File: src/rtl/core/mie_pkg.sv
// Shared types for the modular inverse block.
// Command and status words between the controller and the datapath; no dependencies.
package mie_pkg;

  // Commands from the controller to the datapath
  typedef struct packed {
    logic load;      // capture a new word and init the coefficients
    logic div_step;  // one restoring-division / multiply-accumulate step
    logic update;    // close one Euclid iteration and init the next division
    logic out_load;  // write the result register
    logic out_zero;  // force the written result to zero
  } mie_cmd_t;

  // Status from the datapath to the controller
  typedef struct packed {
    logic mod_small;  // current modulus register is 0 or 1
    logic rem_zero;   // remainder of the finished division is zero
  } mie_status_t;

endpackage

File: src/rtl/core/modular_inverse_extended_euclid.sv
// Modular inverse by the extended Euclidean method (top level).
// Each word runs CHECK, then one DIVIDE/UPDATE pass per Euclid iteration (at most 46 for
// 32 bits), then FINISH; a modulus of 0 or 1 goes from CHECK straight to FINISH.
// One word is in work at a time; the next can be taken in the cycle after the result is loaded,
// and a stalled result holds the load. Each iteration is WIDTH bit-serial divide steps
// that also build q*s, plus one update step. Rst is synchronous; clears control and valid.
module modular_inverse_extended_euclid import mie_pkg::*; #(
  parameter int WIDTH = 32
) (
  input  logic        clk,
  input  logic        rst,
  input  logic        req_valid,
  output logic        req_stall,
  input  logic [31:0] value,
  input  logic [31:0] modulus,
  output logic        rsp_valid,
  input  logic        rsp_stall,
  output logic [31:0] inverse
);

  mie_cmd_t    cmd;
  mie_status_t status;

  mie_control #(.WIDTH(WIDTH)) u_control (
    .clk       (clk),
    .rst       (rst),
    .req_valid (req_valid),
    .req_stall (req_stall),
    .rsp_valid (rsp_valid),
    .rsp_stall (rsp_stall),
    .status    (status),
    .cmd       (cmd)
  );

  mie_datapath #(.WIDTH(WIDTH)) u_datapath (
    .clk     (clk),
    .value   (value),
    .modulus (modulus),
    .cmd     (cmd),
    .status  (status),
    .inverse (inverse)
  );

endmodule

File: src/rtl/core/mie_datapath.sv
// Datapath of the modular inverse: remainder sequence, Bezout coefficient, result register.
// Depends on mie_pkg for the command and status words.
module mie_datapath import mie_pkg::*; #(
  parameter int WIDTH = 32
) (
  input  logic        clk,
  input  logic [31:0] value,
  input  logic [31:0] modulus,
  input  mie_cmd_t    cmd,
  output mie_status_t status,
  output logic [31:0] inverse
);

  logic [WIDTH-1:0] a;        // dividend of the current iteration
  logic [WIDTH-1:0] m;        // divisor of the current iteration
  logic [WIDTH-1:0] rem;      // partial remainder
  logic [WIDTH-1:0] dvd;      // dividend bits still to shift in
  logic [WIDTH-1:0] prod;     // q * s_cur, mod 2^WIDTH, built MSB first
  logic [WIDTH-1:0] s_prev;
  logic [WIDTH-1:0] s_cur;
  logic             odd;

  logic [WIDTH-1:0] value_w;
  logic [WIDTH-1:0] modulus_w;
  logic [WIDTH:0]   shifted;
  logic [WIDTH:0]   diff;
  logic             qbit;
  logic [WIDTH-1:0] result;

  // Inputs reduced to (or extended to) the working width
  assign value_w   = WIDTH'(value);
  assign modulus_w = WIDTH'(modulus);

  // One restoring-division step
  assign shifted = {rem, dvd[WIDTH-1]};
  assign diff    = shifted - {1'b0, m};
  assign qbit    = ~diff[WIDTH];

  // Final coefficient, corrected after an odd number of iterations
  always_comb begin
    if (a == WIDTH'(1)) begin
      result = odd ? (s_prev + s_cur) : s_prev;
    end else begin
      result = '0;
    end
  end

  assign status.mod_small = (m[WIDTH-1:1] == '0);
  assign status.rem_zero  = (rem == '0);

  always_ff @(posedge clk) begin
    if (cmd.load) begin
      a      <= value_w;
      m      <= modulus_w;
      dvd    <= value_w;
      rem    <= '0;
      prod   <= '0;
      s_prev <= WIDTH'(1);
      s_cur  <= '0;
      odd    <= 1'b0;
    end else if (cmd.div_step) begin
      rem  <= qbit ? diff[WIDTH-1:0] : shifted[WIDTH-1:0];
      dvd  <= {dvd[WIDTH-2:0], 1'b0};
      prod <= {prod[WIDTH-2:0], 1'b0} + (qbit ? s_cur : '0);
    end else if (cmd.update) begin
      s_prev <= s_cur;
      s_cur  <= s_prev - prod;
      a      <= m;
      m      <= rem;
      dvd    <= m;
      rem    <= '0;
      prod   <= '0;
      odd    <= ~odd;
    end
    // Result register
    if (cmd.out_load) begin
      inverse <= cmd.out_zero ? 32'd0 : 32'(result);
    end
  end

endmodule

File: src/rtl/core/mie_control.sv
// Controller of the modular inverse: sequences loads, division steps and result hand-off.
// Depends on mie_pkg for the command and status words.
module mie_control import mie_pkg::*; #(
  parameter int WIDTH = 32
) (
  input  logic        clk,
  input  logic        rst,
  input  logic        req_valid,
  output logic        req_stall,
  output logic        rsp_valid,
  input  logic        rsp_stall,
  input  mie_status_t status,
  output mie_cmd_t    cmd
);

  localparam int CW = $clog2(WIDTH);

  typedef enum logic [2:0] {
    IDLE,
    CHECK,
    DIVIDE,
    UPDATE,
    FINISH
  } state_t;

  state_t         state;
  logic [CW-1:0]  cnt;
  logic           no_inverse;
  logic           out_free;

  assign out_free  = ~rsp_valid | ~rsp_stall;
  assign req_stall = (state != IDLE);

  // Command decode
  always_comb begin
    cmd          = '0;
    cmd.load     = (state == IDLE) & req_valid;
    cmd.div_step = (state == DIVIDE);
    cmd.update   = (state == UPDATE);
    cmd.out_load = (state == FINISH) & out_free;
    cmd.out_zero = no_inverse;
  end

  always_ff @(posedge clk) begin
    if (rst) begin
      state      <= IDLE;
      cnt        <= '0;
      no_inverse <= 1'b0;
      rsp_valid  <= 1'b0;
    end else begin
      // Result word leaves when taken; FINISH refills it in the same cycle
      if (rsp_valid && !rsp_stall && state != FINISH) begin
        rsp_valid <= 1'b0;
      end
      case (state)
        IDLE: begin
          if (req_valid) begin
            state <= CHECK;
          end
        end
        CHECK: begin
          if (status.mod_small) begin
            no_inverse <= 1'b1;
            state      <= FINISH;
          end else begin
            no_inverse <= 1'b0;
            cnt        <= CW'(WIDTH - 1);
            state      <= DIVIDE;
          end
        end
        DIVIDE: begin
          if (cnt == '0) begin
            state <= UPDATE;
          end else begin
            cnt <= cnt - 1'b1;
          end
        end
        UPDATE: begin
          if (status.rem_zero) begin
            state <= FINISH;
          end else begin
            cnt   <= CW'(WIDTH - 1);
            state <= DIVIDE;
          end
        end
        FINISH: begin
          if (out_free) begin
            rsp_valid <= 1'b1;
            state     <= IDLE;
          end
        end
        default: begin
          state <= IDLE;
        end
      endcase
    end
  end

endmodule
File: config.mk
export PLATFORM = sky130hd
export DESIGN_NAME = modular_inverse_extended_euclid
export DESIGN_NICKNAME = d
export VERILOG_FILES = /design/src/rtl/core/mie_pkg.sv /design/src/rtl/core/modular_inverse_extended_euclid.sv /design/src/rtl/core/mie_datapath.sv /design/src/rtl/core/mie_control.sv
export SDC_FILE = /design/constraint.sdc
export NUM_CORES = 1
export LEC_CHECK = 0
export BUFFER_PORTS_ARGS = -buffer_cell sky130_fd_sc_hd__buf_4
export CELL_PAD_IN_SITES_DETAIL_PLACEMENT = 0
export CELL_PAD_IN_SITES_GLOBAL_PLACEMENT = 2
export CORE_ASPECT_RATIO = 0.7
export CORE_MARGIN = 1
export CORE_UTILIZATION = 30
export CTS_BUF_LIST = sky130_fd_sc_hd__clkbuf_4 sky130_fd_sc_hd__clkbuf_8 sky130_fd_sc_hd__clkbuf_16
export DETAILED_ROUTE_END_ITERATION = 10
export PLACE_DENSITY_LB_ADDON = 0.05
export SYNTH_ARGS = -nofsm -noshare
export SYNTH_HDL_FRONTEND = slang
export SYNTH_HIERARCHICAL = 1
export SYNTH_SLANG_ARGS = --single-unit
File: constraint.sdc
create_clock -name clk -period 15.3 [get_ports clk]
set_clock_uncertainty 0.05 [all_clocks]
set_input_delay 0.765 -clock clk [delete_from_list [all_inputs] [get_ports clk]]
set_output_delay 0.765 -clock clk [all_outputs]
set_load 0.05 [all_outputs]
==> Word level (Yosys, flattened, before mapping) <==
Index checks and enable logic that the tools add are counted.
{ "classes": {"addsub": 5, "n_eq_ne": 13, "n_mux": 28, "bitwise": 8, "reduce_logical": 17} }
{ "ops": {"columns": ["op", "count"], "rows": [
  ["$mux 32", 14],
  ["$add 32x32->32", 2],
  ["$sub 33x32->33", 1],
  ["$eq 32x1->1 const B", 1],
  ["$logic_not 32->1", 1],
  ["$sub 32x32->32", 1],
  ["$logic_not 31->1", 1],
  ["$mux 3", 5],
  ["$mux 5", 3],
  ["$pmux 3 s5", 1],
  ["$pmux 5 s3", 1],
  ["$reduce_bool 3->1", 3],
  ["$ne 2x2->1 const B", 4],
  ["$eq 3x2->1 const B", 2],
  ["$ne 2x1->1 const B", 3],
  ["$logic_not 5->1", 1],
  ["$not 1->1", 5],
  ["$sub 5x1->5 const B", 1],
  ["$mux 1", 4],
  ["$reduce_and 2->1", 2],
  ["$reduce_and 4->1", 1],
  ["$reduce_bool 2->1", 2],
  ["$eq 3x1->1 const B", 1],
  ["$eq 3x3->1 const B", 1],
  ["8 further kinds", 10]
]} }
{ "word_totals": {"ff_bits": 267, "wordCells": 84} }

==> Logic depth before layout (Yosys ltp) <==
Gate-level depths: netlist of run 1.
{ "logic_depth": {"word_depth": 6, "depth_mapped": 26} }

==> Hierarchy <==
Netlist of run 1, hierarchy kept.
{ "modules_own_cells": {"columns": ["mod", "n_inst", "cells_per_inst", "area_each_um2"], "rows": [
  ["mie_datapath", 1, 1756, 16265.6],
  ["mie_control", 1, 63, 543.0]
]} }

==> Worst setup path after synthesis of run 1 <==
Ideal clock, no wire load.
{ "synth_path": {"path_type": "reg2reg", "startpoint": "register u_datapath.m[0]", "endpoint": "register u_datapath.prod[30]", "setup_ps": 131, "arrival_ps": 5347, "slack_ps": 9772, "stages_incl_launch_ff": 25, "path_buffers": 1, "period_less_slack_ps": 5528, "cell_sequence": "edfxtp_1 ha_1 fa_1 nand2b_1 a21oi_1 o211ai_1 o21bai_1 o311ai_0 nand3_1 a21oi_2 xnor2_1 clkbuf_1 and2_1 ha_1 a211oi_2 o21bai_1 o22a_2 a31oi_4 o21ai_2 a221o_2 a31o_1 or4_1 a31oi_1 xor2_1 o22ai_1"} }
{ "synth_via": {"elab_chain_cells": 4} }
{ "synth_lines": {"columns": ["item", "line", "rtl"], "rows": [
  ["start: declaration", "mie_datapath.sv:15", "logic [WIDTH-1:0] m;"],
  ["start signal: assignment", "mie_datapath.sv:54", "m <= modulus_w;"],
  ["start signal: assignment", "mie_datapath.sv:69", "m <= rem;"],
  ["$sub 33x32->33", "mie_datapath.sv:36", "assign diff = shifted - {1'b0, m};"],
  ["$mux 32", "mie_datapath.sv:64", "prod <= {prod[WIDTH-2:0], 1'b0} + (qbit ? s_cur : '0);"],
  ["$add 32x32->32", "mie_datapath.sv:64", null],
  ["$mux 32", "mie_datapath.sv:61", "end else if (cmd.div_step) begin"],
  ["end signal: assignment", "mie_datapath.sv:64", null],
  ["end: declaration", "mie_datapath.sv:18", "logic [WIDTH-1:0] prod;"]
]} }
No other way between the ends.
A chain may end at the register's enable or synchronous reset.

==> Worst setup path in the final report of run 1 <==
{ "layout_path": {"startpoint": "register u_datapath.dvd[31]", "endpoint": "register u_datapath.prod[31]"} }
{ "layout_via": {"elab_chain_cells": 4} }
{ "layout_lines": {"columns": ["item", "line", "rtl"], "rows": [
  ["start: declaration", "mie_datapath.sv:17", "logic [WIDTH-1:0] dvd;"],
  ["start signal: assignment", "mie_datapath.sv:55", "dvd <= value_w;"],
  ["start signal: assignment", "mie_datapath.sv:63", "dvd <= {dvd[WIDTH-2:0], 1'b0};"],
  ["start signal: assignment", "mie_datapath.sv:70", "dvd <= m;"],
  ["$sub 33x32->33", "mie_datapath.sv:36", null],
  ["$mux 32", "mie_datapath.sv:64", null],
  ["$add 32x32->32", "mie_datapath.sv:64", null],
  ["$mux 32", "mie_datapath.sv:61", null]
]} }
No other way between the ends.

==> impl_metrics.toml, run 1 <==
[logic_synthesis]
synth_edf_count = 128
synthArstFlopShare_pct = 0
yosys.cell_types.count = 85
synth-main-ff-cell = "dfxtp_1"
synthTopCellsByArea = "edfxtp_1, dfxtp_1, ha_1"
synthCells = 1819
syn_nets = 2016
yosys-top-cells-count = "o21ai_0, nand2_1, dfxtp_1"
yosysTopAreaCell = "edfxtp_1"
syn_avg_cell_area_um2 = 9.24
ys_warn_count = 6
ys_seq_elements = 267
yosysMostFrequentCell = "o21ai_0"
synthDominantCellAreaShare_pct = 22.9
syn_area_um2 = 16800
ys_seq_area_share_pct = 39.4

[finish]
final_util_pct = 35.0
syn_to_final_growth_pct = 15.2
fin_area_um2 = 19400
final_nets = 2093
drive_above_1_share_pct = 12.7
fill_cells = 5877

[sta]
tns_ns = 0
layout_setup_ws_ns = 8.02
fin_crit_ns = 7.28
fin_crit_sh_pct = 47.6
tightest_slew_ns = 1.10
slew_viol_final = 0
slew_headroom_pct = 26.0
final_hold_viol_count = 0
max_freq_mhz = 137
setup_viol = 0
rsz0062_at_grt = "false"

[pwr]
p_leak_nw = 7.71
ir_drop_mv = 0.0770
powerDensity_nw_per_um2 = 98.5

[cts]
ctsHoldBuffers = 0
ctsResizeCount = 0
clk_transition_reported_paths_ns = 0.06
cts_buffer_depth = 3
clk-insertion-delay-late_ns = 0.59
numCtsBuffers = 31
cts-root-buf = "clkbuf_16"
postCtsSetupRepairBufs = 0
clock_sinks = 267
ctsHtreeMaxLevel = 1
cts_tree = "yes"

[route]
wl_met2_um = 20100
antenna_left = 0
num_vias = 13443
wl_per_cell_um = 19.0
first_pass_iters = 7
top_layer_used = "met4"
first_iter_violations = 847
routed-wl-met3_um = 1860
wirelength_met1_um = 28000
wl_um = 50600
viasPerCell = 5.05
route.detailed.drc = 0

[die]
core_um2 = 55300
dieArea_um2 = 57000
initial_core_util_pct = 30.4
die_w_um = 285
fp.dieH_um = 200
num_rows = 72
io_pins = 102

[critical_path]
worst_setup_path_start_kind = "flop"
path_class = "flop to flop"
crit_fanout = 54
max_stage_delay_ns = 0.65
cpMostUsedCell = "a21oi_1"
crit_arrival_ns = 7.71
critical_path.top_delay_family = "compound AO/OA/AOI/OAI gates"
path_buf_inv = 2
endpoint_kind = "flop"
worst_path_max_delay_cell = "o31ai_1"
crit_required_ns = 15.73

[outcome]
outcome = "complete, no violations"

[global_routing]
overflow = 0
grt_pass1_vias = 13402
grt_first_pass_wirelength_um = 79500
grt_max_degree = 90
antenna_found_initial = 0
grtUsageTotal_pct = 17.9

[placement]
gp_congestion = 0.808
pre_cts_slack_ns = 8.11
place_hpwl_um = 37600
placed_area_um2 = 18400
port_buffers = 101

[run]
maxCapViolations = 0

[min_path]
min_path_type = "primary input to flop"
## stage by stage
step | total power [mW] | hold slack [ns] | std cells
after detailed placement | 1.19 | 0.396 | 2603
final | 1.91 | 0.390 | 2661
after global placement | 1.20 | 0.393 | 2603
after CTS | 1.95 | 0.349 | 2660
after global routing | 2.01 | 0.364 | 2660
after floorplan | 1.07 | 0.401 | 1819
## path summary, 6_finish.rpt
kind / from / to / slack [ns] / cells past startpoint
setup / recovery: u_datapath/dvd[31] / u_datapath/prod[31] / 8.02 / 26
hold / removal: rst / u_control/cnt[4] / 0.39 / 2
setup reg to reg: u_datapath/dvd[31] / u_datapath/prod[31] / 8.02 / 26
hold reg to reg: u_datapath/odd / u_datapath/odd / 0.40 / 1
## routing by layer
layer  vias up  global-route usage, %
li1       6852                      -
met1      6350                   28.1
met2       201                   25.9
met3        40                   2.40
met4         0                   2.71
met5         -                      0
## cell usage in the layout (no fill, tap or decap), types with 6 or more instances in the layout
master     instances
o21ai_0          179
nand2_1          158
dfxtp_1          138
a21oi_1          134
edfxtp_1         128
ha_1             125
buf_4            119
nor2_1           113
inv_1             93
xnor2_1           54
mux2i_1           53
xor2_1            53
a21o_1            44
a22o_1            36
and2_1            36
mux2_2            34
clkbuf_16         31
o22ai_1           30
nor4_1            25
nor3_1            24
nand2b_1          23
nand3_1           22
nor2b_1           21
a211oi_1          21
nand4_1           17
o21bai_1          15
o21a_1            12
a31oi_1           11
a311oi_1          10
and3_1            10
o211ai_1          10
clkbuf_4           8
or3_1              8
clkinv_2           7
o31ai_1            7
a32oi_1            6
## worst reg2reg max path, stage by stage, from the launching register on
cell and delay, ns:
edfxtp_1 0.39, inv_1 0.07, ha_1 0.18, fa_1 0.22, nand2b_1 0.15, a21oi_1 0.10, o211ai_1 0.29, o21bai_1 0.21
o311ai_0 0.41, nand3_1 0.16, a21oi_2 0.38, xor2_4 0.16, buf_4 0.52, nor2_1 0.14, ha_1 0.25, fa_1 0.41
a21oi_1 0.26, nor2_1 0.10, o311ai_1 0.44, a31oi_1 0.22, o31ai_1 0.65, o211ai_1 0.20, a21oi_1 0.26, o21ai_0 0.18
a31oi_1 0.25, xnor3_1 0.33, a22o_1 0.20
## logic make-up after synthesis
family | synth area share (%)
flip-flops | 39.4
multiplexers | 5.43
AO/OA/AOI/OAI | 21.5
buffers and inverters | 4.06
adder cells (fa/ha/maj) | 9.78
XOR/XNOR | 5.86
AND/OR/NAND/NOR | 13.9
## area by class of cell
type                    instances  area (um^2)  share of cell area [%]
multi-input cells            1381         9560                    49.4
flip-flops and latches        267         6630                    34.2
well taps                     740          926                    4.78
repair buffers                119          893                    4.61
clock buffers                  39          836                    4.32
inverters                      96          360                    1.86
clock inverters                18          149                   0.769
diodes                          1         2.50                  0.0129
## state kept, by name, indices dropped and copies added, names as in the netlist
signal                cells
u_datapath/inverse       32
u_control/no_inverse      1
u_control/rsp_valid       1
u_datapath/a             32
u_datapath/odd            1
u_control/cnt             5
u_control/state           3
u_datapath/m             32
u_datapath/s_cur         32
u_datapath/prod          32
u_datapath/dvd           32
u_datapath/rem           32
u_datapath/s_prev        32
## power breakdown
part | switching (mW) | total, mW | internal [mW]
Clock | 0.313 | 0.732 | 0.419
Combinational | 0.208 | 0.310 | 0.102
Sequential | 0.0340 | 0.865 | 0.831
Power figures use the tool's default switching activity.
==> inputs of run 2 (changes only) <==
Clock period 15.3 ns to 7.55 ns, I/O delays scaled along.
==> run 2 against run 1 <==
  * Cell area rose by 0.41%
  * Via count rose by 1.4%
  * Routed wire length rose by 2.7%
  * Sequential cell count did not move
  * Register-to-register slack got worse by 7.3 ns
  * Critical endpoint unchanged
  * Global-route usage rose by 0.43 points
  * Final cell count rose by 0.11%
  * Critical path type unchanged
==> impl_metrics.toml, run 2 (synthesized netlist as in run 1, its figures left out) <==
[sta]
max_freq_mhz = 147
final_hold_viol_count = 0
rsz0062_at_grt = "false"
fin_crit_ns = 6.80
slew_headroom_pct = 22.4
fin_crit_sh_pct = 90.0
slew_viol_final = 0
tightest_slew_ns = 1.15
tns_ns = 0
setup_viol = 0

[cts]
ctsHtreeMaxLevel = 2
clk-insertion-delay-late_ns = 0.54
numCtsBuffers = 34
clock_sinks = 267
ctsHoldBuffers = 0
cts-root-buf = "clkbuf_16"
cts_tree = "yes"
clk_transition_reported_paths_ns = 0.06
cts_buffer_depth = 3

[global_routing]
antenna_found_initial = 0
grtUsageTotal_pct = 18.3
top_usage_layer = "met1"
grt_pass1_vias = 13472
grt_max_degree = 89
met1_usage_pct = 28.4
globalRouteMet2Util_pct = 26.2
met3_usage_pct = 2.65
overflow = 0
grt_first_pass_wirelength_um = 80500

[route]
wl_per_cell_um = 19.5
viasPerCell = 5.12
num_vias = 13633
antenna_left = 0
first_pass_iters = 4
first_iter_violations = 922
wl_um = 52000
route.detailed.drc = 0

[pwr]
internal_power_mw = 2.83
power.switching_mw = 1.15
seq_power_share_pct = 44.2
ir_drop_mv = 0.113
p_leak_nw = 7.76
comb_power_share_pct = 15.9
p_sw_share_pct = 28.9
powerDensity_nw_per_um2 = 205
power_frac_clock_pct = 39.9

[finish]
layoutNonFillerInstCount = 2664
syn_to_final_growth_pct = 15.6
diodes = 0
final_cell_mix = "o21ai_0, nand2_1, dfxtp_1, a21oi_1, edfxtp_1"
layout_commonest_cell = "o21ai_0"
final_nets = 2095
drive_above_1_share_pct = 12.5
fill_cells = 5732
fin_area_um2 = 19400

[die]
initial_core_util_pct = 30.4
fp.dieH_um = 200
io_pins = 102
num_rows = 72
dieArea_um2 = 57000
die_w_um = 285
core_um2 = 55300

[critical_path]
path_class = "flop to flop"
crit_fanout = 33
rrSetupSlack_ns = 0.75
endpoint_kind = "flop"
worst_setup_path_start_kind = "flop"
crit_arrival_ns = 7.18
crit_required_ns = 7.93

[run]
maxCapViolations = 0

[placement]
place_hpwl_um = 38300
port_buffers = 101
placed_area_um2 = 18400
dp_cells = 2602
gp_congestion = 0.824

[outcome]
outcome = "complete, no violations"

[min_path]
min_path_type = "primary input to flop"
## run 2: final timing paths
check,start,end,cells after the start
worst max-delay path,u_datapath/dvd[31],u_datapath/prod[31],25
worst min-delay path,rst,u_control/cnt[0],2
worst max register to register,u_datapath/dvd[31],u_datapath/prod[31],25
worst min register to register,u_datapath/odd,u_datapath/odd,1
## run 2: repair_timing
item                                    4_1_cts  5_1_grt
endpoints found under the setup margin        0        1
gates resized for setup                       0        1
buffers inserted                              0        0
## run 2: per-layer routing
layer	part of all wire, %	up-vias
li1	-	6853
met1	55	6502
met2	40	222
met3	4.1	56
met4	1.6	0
met5	0	-
## run 2: layout make-up
class | count | area (um^2) | area share [%]
clock buffers | 47 | 1010 | 5.21
clock inverters | 15 | 61.3 | 0.315
inverters | 96 | 360 | 1.85
multi-input cells | 1381 | 9560 | 49.2
flip-flops and latches | 267 | 6630 | 34.1
well taps | 740 | 926 | 4.76
repair buffers | 118 | 886 | 4.56
## run 2: through the flow
stage | worst slack (ns) | power (mW) | utilization (%) | hold WS [ns]
after CTS | 0.628 | 4.06 | 35.1 | 0.0131
after floorplan | 2.02 | 2.18 | - | 0.401
after global placement | 0.836 | 2.43 | 33.2 | 0.420
after detailed placement | 0.650 | 2.42 | 33.2 | 0.424
after global routing | 0.185 | 4.18 | 35.1 | 0.0341
final | 0.751 | 3.98 | 35.1 | 0.0554
## run 2: power groups by stage
stage | sequential, mW | clock [mW] | combinational, mW
after floorplan | 1.76 | 0 | 0.413
after global placement | 1.79 | 0 | 0.640
after detailed placement | 1.79 | 0 | 0.634
after CTS | 1.76 | 1.66 | 0.638
after global routing | 1.77 | 1.71 | 0.696
final | 1.76 | 1.59 | 0.631
## run 2: critical path, stage by stage (launching register included)
cell and delay (ns):
edfxtp_1 0.40, inv_1 0.07, ha_1 0.17, fa_1 0.23, nand2b_1 0.14, a21oi_1 0.10
o211ai_1 0.27, o21bai_1 0.22, o311ai_1 0.53, nand3_1 0.20, a21oi_2 0.38, xnor2_2 0.17
buf_4 0.35, and2_1 0.18, ha_1 0.27, a21oi_1 0.19, nor2_1 0.09, o311ai_1 0.42
a31oi_1 0.19, o31ai_1 0.64, o211ai_1 0.19, a21oi_1 0.25, o21ai_0 0.16, a31oi_1 0.25
xnor3_1 0.33, a22o_1 0.20
==> inputs of run 3 (changes only) <==
Settings changed: ABC_AREA set to 1, CTS_CLUSTER_DIAMETER set to 150, SLEW_MARGIN set to 20.
==> run 3 against run 2 <==
  * Worst hold slack improved by 0.0047 ns
  * Clock power grew 14%
  * Via count rose by 31%
  * Die area grew 9.0%
  * Total power grew 86%
  * Critical endpoint is now u_datapath/prod[21]
  * Largest power group is now combinational logic
  * Sequential power up 28%
==> impl_metrics.toml, run 3 <==
[outcome]
outcome = "complete, no violations"

[pwr]
powerDensity_nw_per_um2 = 348
p_leak_nw = 9.20
ir_drop_mv = 0.217

[logic_synthesis]
ys_seq_elements = 267
synthTopCellsByArea = "edfxtp_1, dfxtp_1, nand2_1"
muxShareOfSynthArea_pct = 0
synthDominantCellAreaShare_pct = 21.0
syn_avg_cell_area_um2 = 7.15
synth_edf_count = 128
synth_xor_area_share_pct = 2.34
syn_area_um2 = 18300
synth-simple-area-share_pct = 23.8
synth_compound_area_share_pct = 19.6
yosysMostFrequentCell = "nand2_1"
synth-main-ff-cell = "dfxtp_1"
yosys.cell_types.count = 51
synth_fa_ha_area_share_pct = 8.97
synthCells = 2563
ys_seq_area_share_pct = 36.1
ys_warn_count = 6
synth_top_family_by_area = "simple AND/OR/NAND/NOR gates"
yosys-top-cells-count = "nand2_1, inv_1, nor2_1"
yosysTopAreaCell = "edfxtp_1"
syn_nets = 2760
synthArstFlopShare_pct = 0

[critical_path]
worst_path_max_delay_cell = "nand2_4"
r2r-start = "u_datapath/m[0]"
path_class = "flop to flop"
cpMostUsedCell = "nand2_1"
max_stage_delay_ns = 0.53
crit_fanout = 45
cp-startpoint = "u_datapath/m[0]"
endpoint_kind = "flop"
crit_required_ns = 7.90
worst_setup_path_start_kind = "flop"
r2r_cells = 29
crit_arrival_ns = 5.51

[finish]
final_util_pct = 35.3
layout_commonest_cell = "nand2_1"
diodes = 0
final_cell_mix = "nand2_1, inv_1, nor2_1, a21oi_1, o21ai_0"
final_nets = 2853
fill_cells = 6446
syn_to_final_growth_pct = 15.9
drive_above_1_share_pct = 8.13
layoutNonFillerInstCount = 3490

[cts]
ctsResizeCount = 0
clk-insertion-delay-late_ns = 0.55
clk_transition_reported_paths_ns = 0.06
clock_sinks = 267
cts_buffer_depth = 3
cts-root-buf = "clkbuf_16"
ctsHtreeMaxLevel = 2
cts_tree = "yes"
numCtsBuffers = 35

[min_path]
min_delay_path_depth = 3
min_path_type = "primary input to flop"
hold_start = "modulus[28]"

[sta]
tightest_slew_ns = 1.09
fin_crit_sh_pct = 68.4
slew_viol_final = 0
final_hold_viol_count = 0
hold_ws_ns = 0.0601
slew_headroom_pct = 26.5
max_freq_mhz = 194
fin_crit_ns = 5.16
layout_setup_ws_ns = 2.39
setup_viol = 0
tns_ns = 0
rsz0062_at_grt = "false"

[global_routing]
grt_first_pass_wirelength_um = 110000
overflow = 0
antenna_found_initial = 1
grt_pass1_vias = 16924
grtUsageTotal_pct = 23.6
grt_max_degree = 97

[die]
io_pins = 102
initial_core_util_pct = 30.5
fp.dieH_um = 209
die_w_um = 297
core_um2 = 60200
dieArea_um2 = 62100
num_rows = 75

[run]
maxCapViolations = 0

[placement]
pre_cts_slack_ns = 2.48
dp_cells = 3426
place_hpwl_um = 58400
gp_congestion = 0.940
port_buffers = 101

[route]
antenna_left = 0
viasPerCell = 5.11
wl_um = 73200
route.detailed.drc = 0
first_iter_violations = 1375
wl_per_cell_um = 21.0
first_pass_iters = 5
num_vias = 17850
[run 3: cell types whose count changed in the layout (fill, tap and decap cells not counted), sizes merged, moves of 28 or more]
cell    delta
nand2    +420
a21o      -28
mux2i     -53
mux2      -34
a21oi     +81
xor2      -33
o21ai     +73
o211ai    +57
inv      +271
a22o      -36
nand3    +102
nor2     +129
and2      -34
[run 3: power breakdown]
group          switching, mW  internal (mW)  total (mW)  leakage, nW
clock                  0.709           1.11        1.82        0.612
sequential             0.205           2.05        2.26         2.32
combinational           2.40          0.906        3.31         6.27
[run 3: what timing repair did]
item                      4_1_cts  5_1_grt
hold endpoints to repair        4        0
hold buffers                    1        0
setup buffers                   0        0
[run 3: final cells by class]
| class | instances | area (um^2) | area share (%) |
|---|---|---|---|
| clock buffers | 49 | 1080 | 5.09 |
| clock inverters | 14 | 158 | 0.742 |
| inverters | 367 | 1380 | 6.51 |
| multi-input cells | 1864 | 10100 | 47.4 |
| flip-flops and latches | 267 | 6630 | 31.2 |
| well taps | 808 | 1010 | 4.76 |
| repair buffers | 121 | 911 | 4.29 |
[run 3: through the flow]
stage	cell area (um^2)	total power [mW]
3_3_place_gp	20000	5.56
2_1_floorplan	18300	4.38
3_5_place_dp	20000	5.56
5_1_grt	21200	7.94
6_report	21200	7.38
4_1_cts	21200	7.43
[run 3: final timing paths]
path	to	slack [ns]
max	u_datapath/prod[21]	2.39
min	u_datapath/m[28]	0.06
max reg2reg	u_datapath/prod[21]	2.39
min reg2reg	u_datapath/rem[26]	0.43
[run 3: cells by family after synthesis]
group	count (synthesis)
buffers and inverters	432
flip-flops	267
adder cells (fa/ha/maj)	129
XOR/XNOR	49
AO/OA/AOI/OAI	640
AND/OR/NAND/NOR	1046
[run 3: metal layers]
metal  share of wire (%)  global-route usage, %
met5                   0                      0
met4                 1.2                   3.79
met3                 6.9                   5.38
met2                  34                   28.4
met1                  58                   40.2
[run 3: worst max-delay path: cells and delay by family, from the launching register on]
kind,cells,cell delay [ns]
AOI/OAI and AO/OA,3,0.43
DFF,1,0.42
adders and majority gates,4,1.29
and+or+nand+nor,19,2.51
buffers and inverters,3,0.32
